$ cat config.mk
export PLATFORM = sky130hd
export DESIGN_NAME = multichannel_avg_hysteresis_detector_unit
export DESIGN_NICKNAME = d
export VERILOG_FILES = /design/src/hw/rtl/mahd_pkg.sv /design/src/hw/rtl/mahd_ram.sv /design/src/hw/rtl/mahd_front.sv /design/src/hw/rtl/mahd_fifo.sv /design/src/hw/rtl/mahd_back.sv /design/src/hw/rtl/mahd_cfg.sv /design/src/hw/rtl/multichannel_avg_hysteresis_detector_unit.sv
export SDC_FILE = /design/constraint.sdc
export NUM_CORES = 1
export LEC_CHECK = 0
export BUFFER_PORTS_ARGS = -buffer_cell sky130_fd_sc_hd__buf_2
export CORE_UTILIZATION = 59
export CTS_BUF_LIST = sky130_fd_sc_hd__clkbuf_8
export CTS_CLUSTER_SIZE = 14
export DETAILED_ROUTE_END_ITERATION = 10
export GPL_TIMING_DRIVEN = 1
export PLACE_DENSITY = 0.87
export SLEW_MARGIN = 10
export SYNTH_ARGS = -nofsm -noshare
export SYNTH_HDL_FRONTEND = slang
export SYNTH_SLANG_ARGS = --single-unit
$ cat constraint.sdc
create_clock -name clk -period 4.1 [get_ports clk]
set_input_delay 0.615 -clock clk [delete_from_list [all_inputs] [get_ports clk]]
set_output_delay 0.615 -clock clk [all_outputs]
set_load 0.02 [all_outputs]
$ cat src/hw/rtl/mahd_pkg.sv
// Shared constants, types and register codes of the multichannel average detector.
package mahd_pkg;

  // Default values of the top-level parameters.
  localparam int N_CHANNELS_DEF  = 4;
  localparam int AVG_DEPTH_DEF   = 16;
  localparam int SAMPLE_BITS_DEF = 10;

  // Value that every window entry holds after reset, and the bits it needs.
  localparam int INIT_SAMPLE = 512;
  localparam int INIT_W      = 10;

  // Configuration register file.
  localparam int THR_REGS   = 4;
  localparam int THR_IDX_W  = 2;
  localparam int THR_W      = 10;
  localparam int MARGIN_W   = 9;
  localparam int MIN_W      = 10;
  localparam int CFG_IDX_W  = 3;
  localparam int CFG_DATA_W = 10;

  localparam logic [CFG_IDX_W-1:0] REG_MARGIN = 3'd4;
  localparam logic [CFG_IDX_W-1:0] REG_MIN    = 3'd5;

  localparam logic [THR_W-1:0]    THR_RESET    = 10'd512;
  localparam logic [MARGIN_W-1:0] MARGIN_RESET = 9'd16;
  localparam logic [MIN_W-1:0]    MIN_RESET    = 10'd0;

  // Width of the reported channel number.
  localparam int CHAN_OUT_W = 2;

  // Entries of the queue between the front and the back.
  localparam int QUEUE_DEPTH = 4;

  typedef enum logic [1:0] {
    EV_NONE    = 2'd0,
    EV_DETECT  = 2'd1,
    EV_RELEASE = 2'd2
  } event_t;

  typedef struct packed {
    logic [THR_REGS-1:0][THR_W-1:0] thr;
    logic [MARGIN_W-1:0]            margin;
    logic [MIN_W-1:0]               minimum_level;
  } cfg_t;

endpackage

$ cat src/hw/rtl/mahd_ram.sv
// Generic single-write, single-read RAM with a registered read port.
module mahd_ram #(
  parameter int WIDTH = 10,
  parameter int DEPTH = 64
) (
  input  logic                     clk,
  input  logic                     we,
  input  logic [$clog2(DEPTH)-1:0] waddr,
  input  logic [WIDTH-1:0]         wdata,
  input  logic                     re,
  input  logic [$clog2(DEPTH)-1:0] raddr,
  output logic [WIDTH-1:0]         rdata
);

  logic [WIDTH-1:0] mem [DEPTH];

  always_ff @(posedge clk) begin
    if (we) begin
      mem[waddr] <= wdata;
    end
    if (re) begin
      rdata <= mem[raddr];
    end
  end

endmodule

$ cat src/hw/rtl/mahd_front.sv
// Front part: takes samples, walks the channels and slots, and updates the window sums.
module mahd_front
  import mahd_pkg::*;
#(
  parameter int N_CHANNELS  = N_CHANNELS_DEF,
  parameter int AVG_DEPTH   = AVG_DEPTH_DEF,
  parameter int SAMPLE_BITS = SAMPLE_BITS_DEF,
  localparam int CH_W  = (N_CHANNELS > 1) ? $clog2(N_CHANNELS) : 1,
  localparam int SLOT_W = $clog2(AVG_DEPTH),
  localparam int OLD_W = (SAMPLE_BITS > INIT_W) ? SAMPLE_BITS : INIT_W,
  localparam int SUM_W = OLD_W + SLOT_W,
  localparam int CNT_W = $clog2(QUEUE_DEPTH + 1)
) (
  input  logic                   clk,
  input  logic                   rst,
  input  logic                   sample_valid,
  output logic                   sample_stall,
  input  logic [SAMPLE_BITS-1:0] sample,
  input  logic [CNT_W-1:0]       q_count,
  output logic                   push,
  output logic [CH_W-1:0]        push_ch,
  output logic [SUM_W-1:0]       push_sum
);

  localparam int ADDR_W = CH_W + SLOT_W;

  logic              accept;
  logic [CNT_W:0]    pending;
  logic [CH_W-1:0]   ch;
  logic [SLOT_W-1:0] slot;
  logic              lap_done;
  logic              last_ch;
  logic              last_slot;

  logic                   b_valid;
  logic [CH_W-1:0]        b_ch;
  logic [SLOT_W-1:0]      b_slot;
  logic [SAMPLE_BITS-1:0] b_sample;
  logic                   b_fresh;
  logic [SAMPLE_BITS-1:0] rdata;
  logic [OLD_W-1:0]       old_sample;
  logic [SUM_W-1:0]       new_sum;
  logic [SUM_W-1:0]       sums [N_CHANNELS];

  // Credits: the queue plus the update stage never hold more than the queue takes.
  assign pending      = (CNT_W + 1)'(q_count) + (CNT_W + 1)'(b_valid);
  assign sample_stall = pending >= (CNT_W + 1)'(QUEUE_DEPTH);
  assign accept       = sample_valid && !sample_stall;

  assign last_ch   = ch == CH_W'(N_CHANNELS - 1);
  assign last_slot = slot == SLOT_W'(AVG_DEPTH - 1);

  always_ff @(posedge clk) begin
    if (rst) begin
      ch       <= '0;
      slot     <= '0;
      lap_done <= 1'b0;
    end else if (accept) begin
      if (last_ch) begin
        ch <= '0;
        if (last_slot) begin
          slot     <= '0;
          lap_done <= 1'b1;
        end else begin
          slot <= slot + 1'b1;
        end
      end else begin
        ch <= ch + 1'b1;
      end
    end
  end

  always_ff @(posedge clk) begin
    if (rst) begin
      b_valid <= 1'b0;
    end else begin
      b_valid <= accept;
    end
  end

  always_ff @(posedge clk) begin
    if (accept) begin
      b_ch     <= ch;
      b_slot   <= slot;
      b_sample <= sample;
      b_fresh  <= !lap_done;
    end
  end

  mahd_ram #(
    .WIDTH (SAMPLE_BITS),
    .DEPTH (2 ** ADDR_W)
  ) u_window_ram (
    .clk   (clk),
    .we    (b_valid),
    .waddr ({b_ch, b_slot}),
    .wdata (b_sample),
    .re    (accept),
    .raddr ({ch, slot}),
    .rdata (rdata)
  );

  // During the first lap every slot is read before it is ever written.
  assign old_sample = b_fresh ? OLD_W'(INIT_SAMPLE) : OLD_W'(rdata);
  assign new_sum    = sums[b_ch] - SUM_W'(old_sample) + SUM_W'(b_sample);

  always_ff @(posedge clk) begin
    if (rst) begin
      for (int i = 0; i < N_CHANNELS; i++) begin
        sums[i] <= SUM_W'(INIT_SAMPLE * AVG_DEPTH);
      end
    end else if (b_valid) begin
      sums[b_ch] <= new_sum;
    end
  end

  assign push     = b_valid;
  assign push_ch  = b_ch;
  assign push_sum = new_sum;

endmodule

$ cat src/hw/rtl/mahd_fifo.sv
// Short first-in first-out queue between the front and the back.
module mahd_fifo #(
  parameter int WIDTH = 16,
  parameter int DEPTH = 4,
  localparam int CNT_W = $clog2(DEPTH + 1)
) (
  input  logic             clk,
  input  logic             rst,
  input  logic             push,
  input  logic [WIDTH-1:0] wdata,
  input  logic             pop,
  output logic             rvalid,
  output logic [WIDTH-1:0] rdata,
  output logic [CNT_W-1:0] count
);

  localparam int PTR_W = $clog2(DEPTH);

  logic [WIDTH-1:0] mem [DEPTH];
  logic [PTR_W-1:0] wr_ptr;
  logic [PTR_W-1:0] rd_ptr;

  always_ff @(posedge clk) begin
    if (push) begin
      mem[wr_ptr] <= wdata;
    end
  end

  always_ff @(posedge clk) begin
    if (rst) begin
      wr_ptr <= '0;
      rd_ptr <= '0;
      count  <= '0;
    end else begin
      if (push) begin
        wr_ptr <= (wr_ptr == PTR_W'(DEPTH - 1)) ? '0 : wr_ptr + 1'b1;
      end
      if (pop) begin
        rd_ptr <= (rd_ptr == PTR_W'(DEPTH - 1)) ? '0 : rd_ptr + 1'b1;
      end
      count <= count + CNT_W'(push) - CNT_W'(pop);
    end
  end

  assign rvalid = count != '0;
  assign rdata  = mem[rd_ptr];

endmodule

$ cat src/hw/rtl/mahd_back.sv
// Back part: divides the window sum and applies the per-channel hysteresis.
module mahd_back
  import mahd_pkg::*;
#(
  parameter int N_CHANNELS  = N_CHANNELS_DEF,
  parameter int AVG_DEPTH   = AVG_DEPTH_DEF,
  parameter int SAMPLE_BITS = SAMPLE_BITS_DEF,
  localparam int CH_W  = (N_CHANNELS > 1) ? $clog2(N_CHANNELS) : 1,
  localparam int SLOT_W = $clog2(AVG_DEPTH),
  localparam int OLD_W = (SAMPLE_BITS > INIT_W) ? SAMPLE_BITS : INIT_W,
  localparam int SUM_W = OLD_W + SLOT_W
) (
  input  logic                     clk,
  input  logic                     rst,
  input  logic                     q_valid,
  input  logic [CH_W+SUM_W-1:0]    q_data,
  output logic                     pop,
  input  mahd_pkg::cfg_t           cfg,
  output logic                     result_valid,
  input  logic                     result_stall,
  output logic [CHAN_OUT_W-1:0]    channel_index,
  output logic [SAMPLE_BITS-1:0]   average,
  output logic                     clear_flag,
  output logic [1:0]               event_res
);

  // Exact division by the window depth through a reciprocal.
  localparam int SHIFT   = SUM_W + SLOT_W;
  localparam int RECIP_W = SUM_W + 2;
  localparam int PROD_W  = SUM_W + RECIP_W;
  localparam longint RECIP = ((64'd1 << SHIFT) + AVG_DEPTH - 1) / AVG_DEPTH;
  localparam int CMP_W = ((SAMPLE_BITS > THR_W + 1) ? SAMPLE_BITS : THR_W + 1) + 1;

  logic [CH_W-1:0]        q_ch;
  logic [SUM_W-1:0]       q_sum;
  logic [PROD_W-1:0]      product;
  logic [SAMPLE_BITS-1:0] q_avg;

  logic                   o_free;
  logic                   p_free;
  logic                   p_valid;
  logic [CH_W-1:0]        p_ch;
  logic [SAMPLE_BITS-1:0] p_avg;

  logic                    flags [N_CHANNELS];
  logic [THR_W-1:0]        thr;
  logic [CMP_W-1:0]        avg_c;
  logic [CMP_W-1:0]        hi_bound;
  logic signed [CMP_W-1:0] lo_bound;
  logic signed [CMP_W-1:0] avg_s;
  logic                    flag_new;
  event_t                  ev;

  assign q_ch    = q_data[SUM_W +: CH_W];
  assign q_sum   = q_data[SUM_W-1:0];
  assign product = PROD_W'(q_sum) * PROD_W'(RECIP_W'(RECIP));
  assign q_avg   = product[SHIFT +: SAMPLE_BITS];

  assign o_free = !result_valid || !result_stall;
  assign p_free = !p_valid || o_free;
  assign pop    = q_valid && p_free;

  always_ff @(posedge clk) begin
    if (rst) begin
      p_valid <= 1'b0;
    end else if (p_free) begin
      p_valid <= q_valid;
    end
  end

  always_ff @(posedge clk) begin
    if (pop) begin
      p_ch  <= q_ch;
      p_avg <= q_avg;
    end
  end

  assign thr      = cfg.thr[THR_IDX_W'(p_ch)];
  assign avg_c    = CMP_W'(p_avg);
  assign avg_s    = signed'(avg_c);
  assign hi_bound = CMP_W'(thr) + CMP_W'(cfg.margin);
  assign lo_bound = signed'(CMP_W'(thr)) - signed'(CMP_W'(cfg.margin));

  always_comb begin
    flag_new = flags[p_ch];
    ev       = EV_NONE;
    if (!flags[p_ch]) begin
      if (avg_c > hi_bound) begin
        flag_new = 1'b1;
        ev       = EV_RELEASE;
      end
    end else begin
      if ((avg_s < lo_bound) && (avg_c > CMP_W'(cfg.minimum_level))) begin
        flag_new = 1'b0;
        ev       = EV_DETECT;
      end
    end
  end

  always_ff @(posedge clk) begin
    if (rst) begin
      result_valid <= 1'b0;
      for (int i = 0; i < N_CHANNELS; i++) begin
        flags[i] <= 1'b0;
      end
    end else if (o_free) begin
      result_valid <= p_valid;
      if (p_valid) begin
        flags[p_ch] <= flag_new;
      end
    end
  end

  always_ff @(posedge clk) begin
    if (o_free && p_valid) begin
      channel_index <= CHAN_OUT_W'(p_ch);
      average       <= p_avg;
      clear_flag    <= flag_new;
      event_res     <= ev;
    end
  end

endmodule

$ cat src/hw/rtl/mahd_cfg.sv
// Configuration register file: channel thresholds, margin and minimum level.
module mahd_cfg
  import mahd_pkg::*;
(
  input  logic                            clk,
  input  logic                            rst,
  input  logic                            cfg_valid,
  output logic                            cfg_ready,
  input  logic [mahd_pkg::CFG_IDX_W-1:0]  cfg_index,
  input  logic [mahd_pkg::CFG_DATA_W-1:0] cfg_data,
  output mahd_pkg::cfg_t                  cfg
);

  assign cfg_ready = 1'b1;

  always_ff @(posedge clk) begin
    if (rst) begin
      for (int i = 0; i < THR_REGS; i++) begin
        cfg.thr[i] <= THR_RESET;
      end
      cfg.margin        <= MARGIN_RESET;
      cfg.minimum_level <= MIN_RESET;
    end else if (cfg_valid) begin
      priority if (cfg_index < CFG_IDX_W'(THR_REGS)) begin
        cfg.thr[cfg_index[THR_IDX_W-1:0]] <= cfg_data[THR_W-1:0];
      end else if (cfg_index == REG_MARGIN) begin
        cfg.margin <= cfg_data[MARGIN_W-1:0];
      end else if (cfg_index == REG_MIN) begin
        cfg.minimum_level <= cfg_data[MIN_W-1:0];
      end else begin
        // Writes to unused indexes are dropped.
      end
    end
  end

endmodule

$ cat src/hw/rtl/multichannel_avg_hysteresis_detector_unit.sv
// Top level of the multichannel moving-average detector with hysteresis.
//
//   Channel   Direction  Handshake              Payload
//   sample    in         sample_valid/stall     sample
//   result    out        result_valid/stall     channel_index, average, clear_flag, event_res
//   config    in         cfg_valid/cfg_ready    cfg_index, cfg_data
//
// One sample transaction is taken in every clock cycle while sample_stall is low; its
// result passes the update stage, the queue, the divide stage and the output register.
// The sustained rate is set by the single read and single write port of the window RAM.
// Reset needs no clearing pass: until the first full lap over all channels and slots has
// passed, a window entry reads as 512, so the block takes samples at once after reset.
// A stalled result backs up through the four-entry queue; sample_stall rises when the queue
// and the update stage together hold four transactions.
module multichannel_avg_hysteresis_detector_unit
  import mahd_pkg::*;
#(
  parameter int N_CHANNELS  = mahd_pkg::N_CHANNELS_DEF,
  parameter int AVG_DEPTH   = mahd_pkg::AVG_DEPTH_DEF,
  parameter int SAMPLE_BITS = mahd_pkg::SAMPLE_BITS_DEF
) (
  input  logic                            clk,
  input  logic                            rst,
  input  logic                            sample_valid,
  output logic                            sample_stall,
  input  logic [SAMPLE_BITS-1:0]          sample,
  output logic                            result_valid,
  input  logic                            result_stall,
  output logic [mahd_pkg::CHAN_OUT_W-1:0] channel_index,
  output logic [SAMPLE_BITS-1:0]          average,
  output logic                            clear_flag,
  output logic [1:0]                      event_res,
  input  logic                            cfg_valid,
  output logic                            cfg_ready,
  input  logic [mahd_pkg::CFG_IDX_W-1:0]  cfg_index,
  input  logic [mahd_pkg::CFG_DATA_W-1:0] cfg_data
);

  localparam int CH_W   = (N_CHANNELS > 1) ? $clog2(N_CHANNELS) : 1;
  localparam int SLOT_W = $clog2(AVG_DEPTH);
  localparam int OLD_W  = (SAMPLE_BITS > INIT_W) ? SAMPLE_BITS : INIT_W;
  localparam int SUM_W  = OLD_W + SLOT_W;
  localparam int CNT_W  = $clog2(QUEUE_DEPTH + 1);

  cfg_t                 cfg;
  logic                 front_push;
  logic [CH_W-1:0]      front_ch;
  logic [SUM_W-1:0]     front_sum;
  logic                 q_valid;
  logic [CH_W+SUM_W-1:0] q_data;
  logic                 q_pop;
  logic [CNT_W-1:0]     q_count;

  // Register file; it is to be written only while no transaction is in flight, which the block does not enforce.
  mahd_cfg u_cfg (
    .clk       (clk),
    .rst       (rst),
    .cfg_valid (cfg_valid),
    .cfg_ready (cfg_ready),
    .cfg_index (cfg_index),
    .cfg_data  (cfg_data),
    .cfg       (cfg)
  );

  // The front owns the round-robin position, the window RAM and the running sums.
  mahd_front #(
    .N_CHANNELS  (N_CHANNELS),
    .AVG_DEPTH   (AVG_DEPTH),
    .SAMPLE_BITS (SAMPLE_BITS)
  ) u_front (
    .clk          (clk),
    .rst          (rst),
    .sample_valid (sample_valid),
    .sample_stall (sample_stall),
    .sample       (sample),
    .q_count      (q_count),
    .push         (front_push),
    .push_ch      (front_ch),
    .push_sum     (front_sum)
  );

  // The queue carries the channel number and the updated sum of each transaction.
  mahd_fifo #(
    .WIDTH (CH_W + SUM_W),
    .DEPTH (QUEUE_DEPTH)
  ) u_queue (
    .clk    (clk),
    .rst    (rst),
    .push   (front_push),
    .wdata  ({front_ch, front_sum}),
    .pop    (q_pop),
    .rvalid (q_valid),
    .rdata  (q_data),
    .count  (q_count)
  );

  // The back divides by the window depth, then applies the hysteresis per channel.
  mahd_back #(
    .N_CHANNELS  (N_CHANNELS),
    .AVG_DEPTH   (AVG_DEPTH),
    .SAMPLE_BITS (SAMPLE_BITS)
  ) u_back (
    .clk           (clk),
    .rst           (rst),
    .q_valid       (q_valid),
    .q_data        (q_data),
    .pop           (q_pop),
    .cfg           (cfg),
    .result_valid  (result_valid),
    .result_stall  (result_stall),
    .channel_index (channel_index),
    .average       (average),
    .clear_flag    (clear_flag),
    .event_res     (event_res)
  );

  // The credit check in the front must keep the queue from ever overflowing.
  a_queue_no_overflow : assert property (@(posedge clk) disable iff (rst)
    front_push |-> (q_count < CNT_W'(QUEUE_DEPTH)))
    else $error("queue push while full");

  // A detect event always leaves the channel flagged near.
  a_detect_near : assert property (@(posedge clk) disable iff (rst)
    (result_valid && (event_res == EV_DETECT)) |-> !clear_flag)
    else $error("detect event with clear flag set");

  // A release event always leaves the channel flagged clear.
  a_release_clear : assert property (@(posedge clk) disable iff (rst)
    (result_valid && (event_res == EV_RELEASE)) |-> clear_flag)
    else $error("release event with clear flag low");

endmodule

==> results.txt <==
----------------------------------------------------
[Status]
  Run status ... complete, no violations

[STA]
  Slew at the pin with the worst max-slew slack ... 1240 ps
  Smallest setup slack after layout ... 16.4 ps
  Final critical-path share of the clock period ... 0.996
  Sum of negative setup slack ... 0 ps
  Worst-case clock skew ... 47.3 ps
  Min Hold Slack ... 135 ps
  Timing-limited maximum frequency ... 245 MHz
  Max Slew Vio Count ... 0
  Finish-stage setup viols ... 0
  Headroom to the max-slew limit ... 0.171
  Setup repair after global routing missed its margin ... true
  Final critical-path required period ... 4080 ps
  Count of endpoints failing hold in the final timing report ... 0

[Power]
  Part of the power in combinational logic ... 0.176
  Fraction of power spent switching nets ... 0.287
  Switching Power ... 6300 uW
  Max VDD drop ... 306 uV
  Internal Pwr Total ... 15600 uW
  Leakage Power ... 0.0134 uW
  Seq pwr share ... 0.505
  Power per standard cell area ... 542 mW/mm^2
  Total power ... 21900 uW
  Power share of the clock group ... 0.319

[Setup path]
  Number of cells on the critical path ... 16
  Reg-to-reg slack, setup ... 20 ps
  Endpoint of the worst-slack reg-to-reg timing path ... u_back.flags[2]
  Critical path launch point type ... register
  Cell class contributing the biggest share of worst-path delay ... compound AO/OA/AOI/OAI gates
  Worst-path maximum fanout ... 7
  Critical path endpoint category ... register
  Critical-path cell list ... buf_4 -> buf_6 -> mux4_2 -> ha_1 -> buf_4 -> nor2_1 -> o21ai_0 -> a31oi_2 -> mux2i_1 -> nand3_1 -> ha_1 -> nand4_1 -> o32ai_2 -> nor2_2 -> nand4_4 -> a2111oi_4
  Depth of the worst register-to-register path ... 16
  Worst path arrival time ... 4680 ps
  End point of the critical path ... u_back.flags[2]
  Source of the critical timing path ... u_back.p_ch[0]
  Sum of buffers and inverters on the critical path ... 3
  Required time at the endpoint of the critical path ... 4700 ps
  Critical path's largest stage delay ... 530 ps
  Crit path kind ... reg -> reg
  Startpoint of the lowest-slack register-to-register path ... u_back.p_ch[0]
  Cell with the biggest individual delay on the critical path ... mux4_2

[Job]
  Number of max-cap violations ... 0

[Floorplanning]
  Width of the chip ... 250 microns
  CORE AREA ... 0.0606 sq mm
  Initial standard-cell utilization of the core ... 0.600
  Vertical die dimension ... 250 microns
  Overall die area ... 0.0626 sq mm
  Number of placement rows ... 90
  Count of boundary I/O pins ... 46

[Yosys]
  Summed instance area of the synthesized netlist ... 0.0363 sq mm
  Share of flip-flops with an asynchronous set or reset after synthesis ... 0
  Average size of a mapped cell ... 17.8 sq um
  Number of library cell types mapped by synthesis ... 59
  Sequential area share after synthesis ... 0.706
  Top_reg_cell synth ... edfxtp_1
  Total number of yosys warnings ... 0
  Syn nets ... 2156
  Flops & latches, synth ... 880
  Cells after Synth ... 2039
  Number of synthesized flops with an enable pin ... 802

[Final layout]
  Most frequent standard cell in the layout excluding fill and tap cells ... edfxtp_1
  Area growth syn-to-layout ... 11.3%
  Area used by sequential logic in the layout ... 0.0257 sq mm
  Total number of nets in the final design ... 2316
  Layout cells sized above 1 ... 0.235
  Most frequent cells in the layout ... edfxtp_1 (802), mux4_2 (237), nand2_1 (162)
  Fill count ... 3598
  Final cell count without fillers ... 3090
  Multi-input logic area ... 0.0101 sq mm

[Detailed routing]
  Post-route DRC ... 0
  Via density ... 6.55
  Remaining number of nets flagged by the antenna check after routing ... 0
  1st-iter DRT viols ... 2649
  DRT Wirelength ... 86300 microns
  Number of iterations in the first detailed-routing pass ... 5
  Routed wirelength normalized by instance count ... 27.9 microns
  Vias post-DR ... 20234

[Clock network]
  CTS tree ... yes
  Clk_lat worst skew ... 800 ps
  Number of buffers on the longest clock path ... 3
  Root Buffer ... clkbuf_8
  TritonCTS Sinks ... 880
  Clock transition at the registers of the reported paths ... 60 ps
  H-tree levels ... 4
  Total clock buffers created by CTS ... 136

[Global route]
  Number of global-route vias before repair ... 20457
  Overall Global Routing Usage ... 0.281
  Global-route wire length before repair ... 128000 microns
  Maximum number of pins on one net before global-route repair ... 65
  Congestion Overflow GR ... 0
  Number of antenna violations at the first check in global routing ... 2

[Placed design]
  Sum of net half-perimeters after detailed placement ... 52600 microns
  Place WS ... -47.9 ps
  Number of buffers inserted by port buffering ... 44
  Final GP Congestion ... 0.900
  Number of placed cells counting well taps ... 2828

[Hold path]
  Kind of path behind the tightest hold check ... in -> reg

----------------------------------------------------
-- logic make-up (layout without fill, tap and decap cells) --
family	after synthesis	in the layout	share of synthesized area
compound gates	185	185	0.0332
xor+xnor	26	26	0.00627
fa+ha+maj	89	89	0.0333
buf+inv	181	449	0.0198
flops	880	880	0.706
mux	244	244	0.149
other cells	1	2	0.000103
simple gates	433	433	0.0526
-- how the worst min path moves through the flow --
stage / start / to / slack [ps] / depth (start not counted)
2_1_floorplan: u_front.slot[3] / u_front.b_slot[3] / 400 / 0
3_3_place_gp: u_cfg.cfg[35] / u_cfg.cfg[35] / 440 / 2
3_5_place_dp: u_cfg.cfg[51] / u_cfg.cfg[51] / 450 / 2
4_1_cts: cfg_data[6] / u_cfg.cfg[16] / 60 / 3
5_1_grt: result_stall / u_back.p_valid / 120 / 3
6_report: cfg_data[8] / u_cfg.cfg[18] / 130 / 3
-- flip-flops by register name, indices dropped and copies added, names as in the netlist, 3 cells and up, named ones only --
| register | flops |
|---|---|
| u_back.p_avg | 10 |
| u_front.u_window_ram.mem | 640 |
| u_cfg.cfg | 59 |
| u_back.average | 10 |
| u_front.sums | 56 |
| u_front.b_sample | 10 |
| u_front.slot | 4 |
| u_front.u_window_ram.rdata | 10 |
| u_queue.count | 3 |
| u_back.flags | 4 |
| u_queue.mem | 48 |
| u_front.b_slot | 4 |
-- cell usage after synthesis (2+ instances only) --
cell,n,share of area
edfxtp_1,802,0.66
mux4_2,237,0.15
nand2_1,162,0.017
nor2_1,151,0.016
inv_1,90,0.0093
a21oi_1,89,0.012
dfxtp_1,78,0.043
ha_1,76,0.026
clkbuf_1,50,0.0052
nor2b_1,26,0.0045
buf_2,23,0.0032
nand2b_1,21,0.0036
a22oi_1,20,0.0041
nand3_1,18,0.0025
buf_1,16,0.0017
o21ai_0,14,0.0019
xor2_1,14,0.0034
fa_1,13,0.0072
nor3_1,13,0.0018
xnor2_1,12,0.0029
a21o_1,9,0.0019
and2_1,9,0.0015
a211o_1,7,0.0017
a211oi_1,7,0.0014
mux2i_1,7,0.0019
nand3b_1,7,0.0014
o21bai_1,7,0.0014
and3_1,6,0.0010
o21a_1,6,0.0012
or3_1,6,0.0010
nand4_1,5,0.00086
or2_2,5,0.00086
a31oi_1,4,0.00069
a2111oi_4,2,0.0015
a31o_2,2,0.00048
o211ai_1,2,0.00041
-- final cells by class --
cell class | instances | share of cell area
clock buffer | 143 | 0.0487
clock inverter | 103 | 0.0145
timing repair buffer | 113 | 0.0212
multi-input combinational | 978 | 0.249
antenna | 1 | 0.0000619
inverter | 90 | 0.00835
sequential | 880 | 0.634
tap | 782 | 0.0242
-- what timing repair did --
item | CTS | global route
endpoints found under the setup margin | 5 | 14
hold buffers | 10 | 0
setup buffers | 3 | 2
hold endpoints to repair | 10 | 0
resized for setup | 0 | 19
pin swaps | 0 | 17
-- worst register-to-register path: cells and delay by family (launching register included) --
kind | cells | cell delay (ps)
AO/OA/AOI/OAI | 4 | 920
adder cells (fa/ha/maj) | 2 | 700
buffers and inverters | 3 | 460
flip-flops | 1 | 400
multiplexers | 2 | 740
AND/OR/NAND/NOR | 5 | 680
-- through the flow --
step           cell area (sq um)   util
3_3_place_gp               37700  0.621
6_report                   40500  0.668
3_5_place_dp               37700  0.621
4_1_cts                    40300  0.666
5_1_grt                    40500  0.668
2_1_floorplan              36300      -
-- power groups by stage --
stage | clock (uW) | combinational (uW) | sequential (uW)
after floorplan | 0 | 2360 | 11300
after global routing | 7420 | 4160 | 11100
after CTS | 7050 | 3750 | 11100
after global placement | 0 | 3470 | 11200
after detailed placement | 0 | 3680 | 11200
final | 7000 | 3860 | 11100
-- per-layer routing --
metal | vias to the layer above | global-route usage | wire [microns]
li1 | 8313 | - | -
met1 | 10149 | 0.362 | 30400
met2 | 1495 | 0.456 | 42700
met3 | 275 | 0.0594 | 8610
met4 | 2 | 0.143 | 4610
met5 | - | 0 | 12
Power figures use the tool's default switching activity.
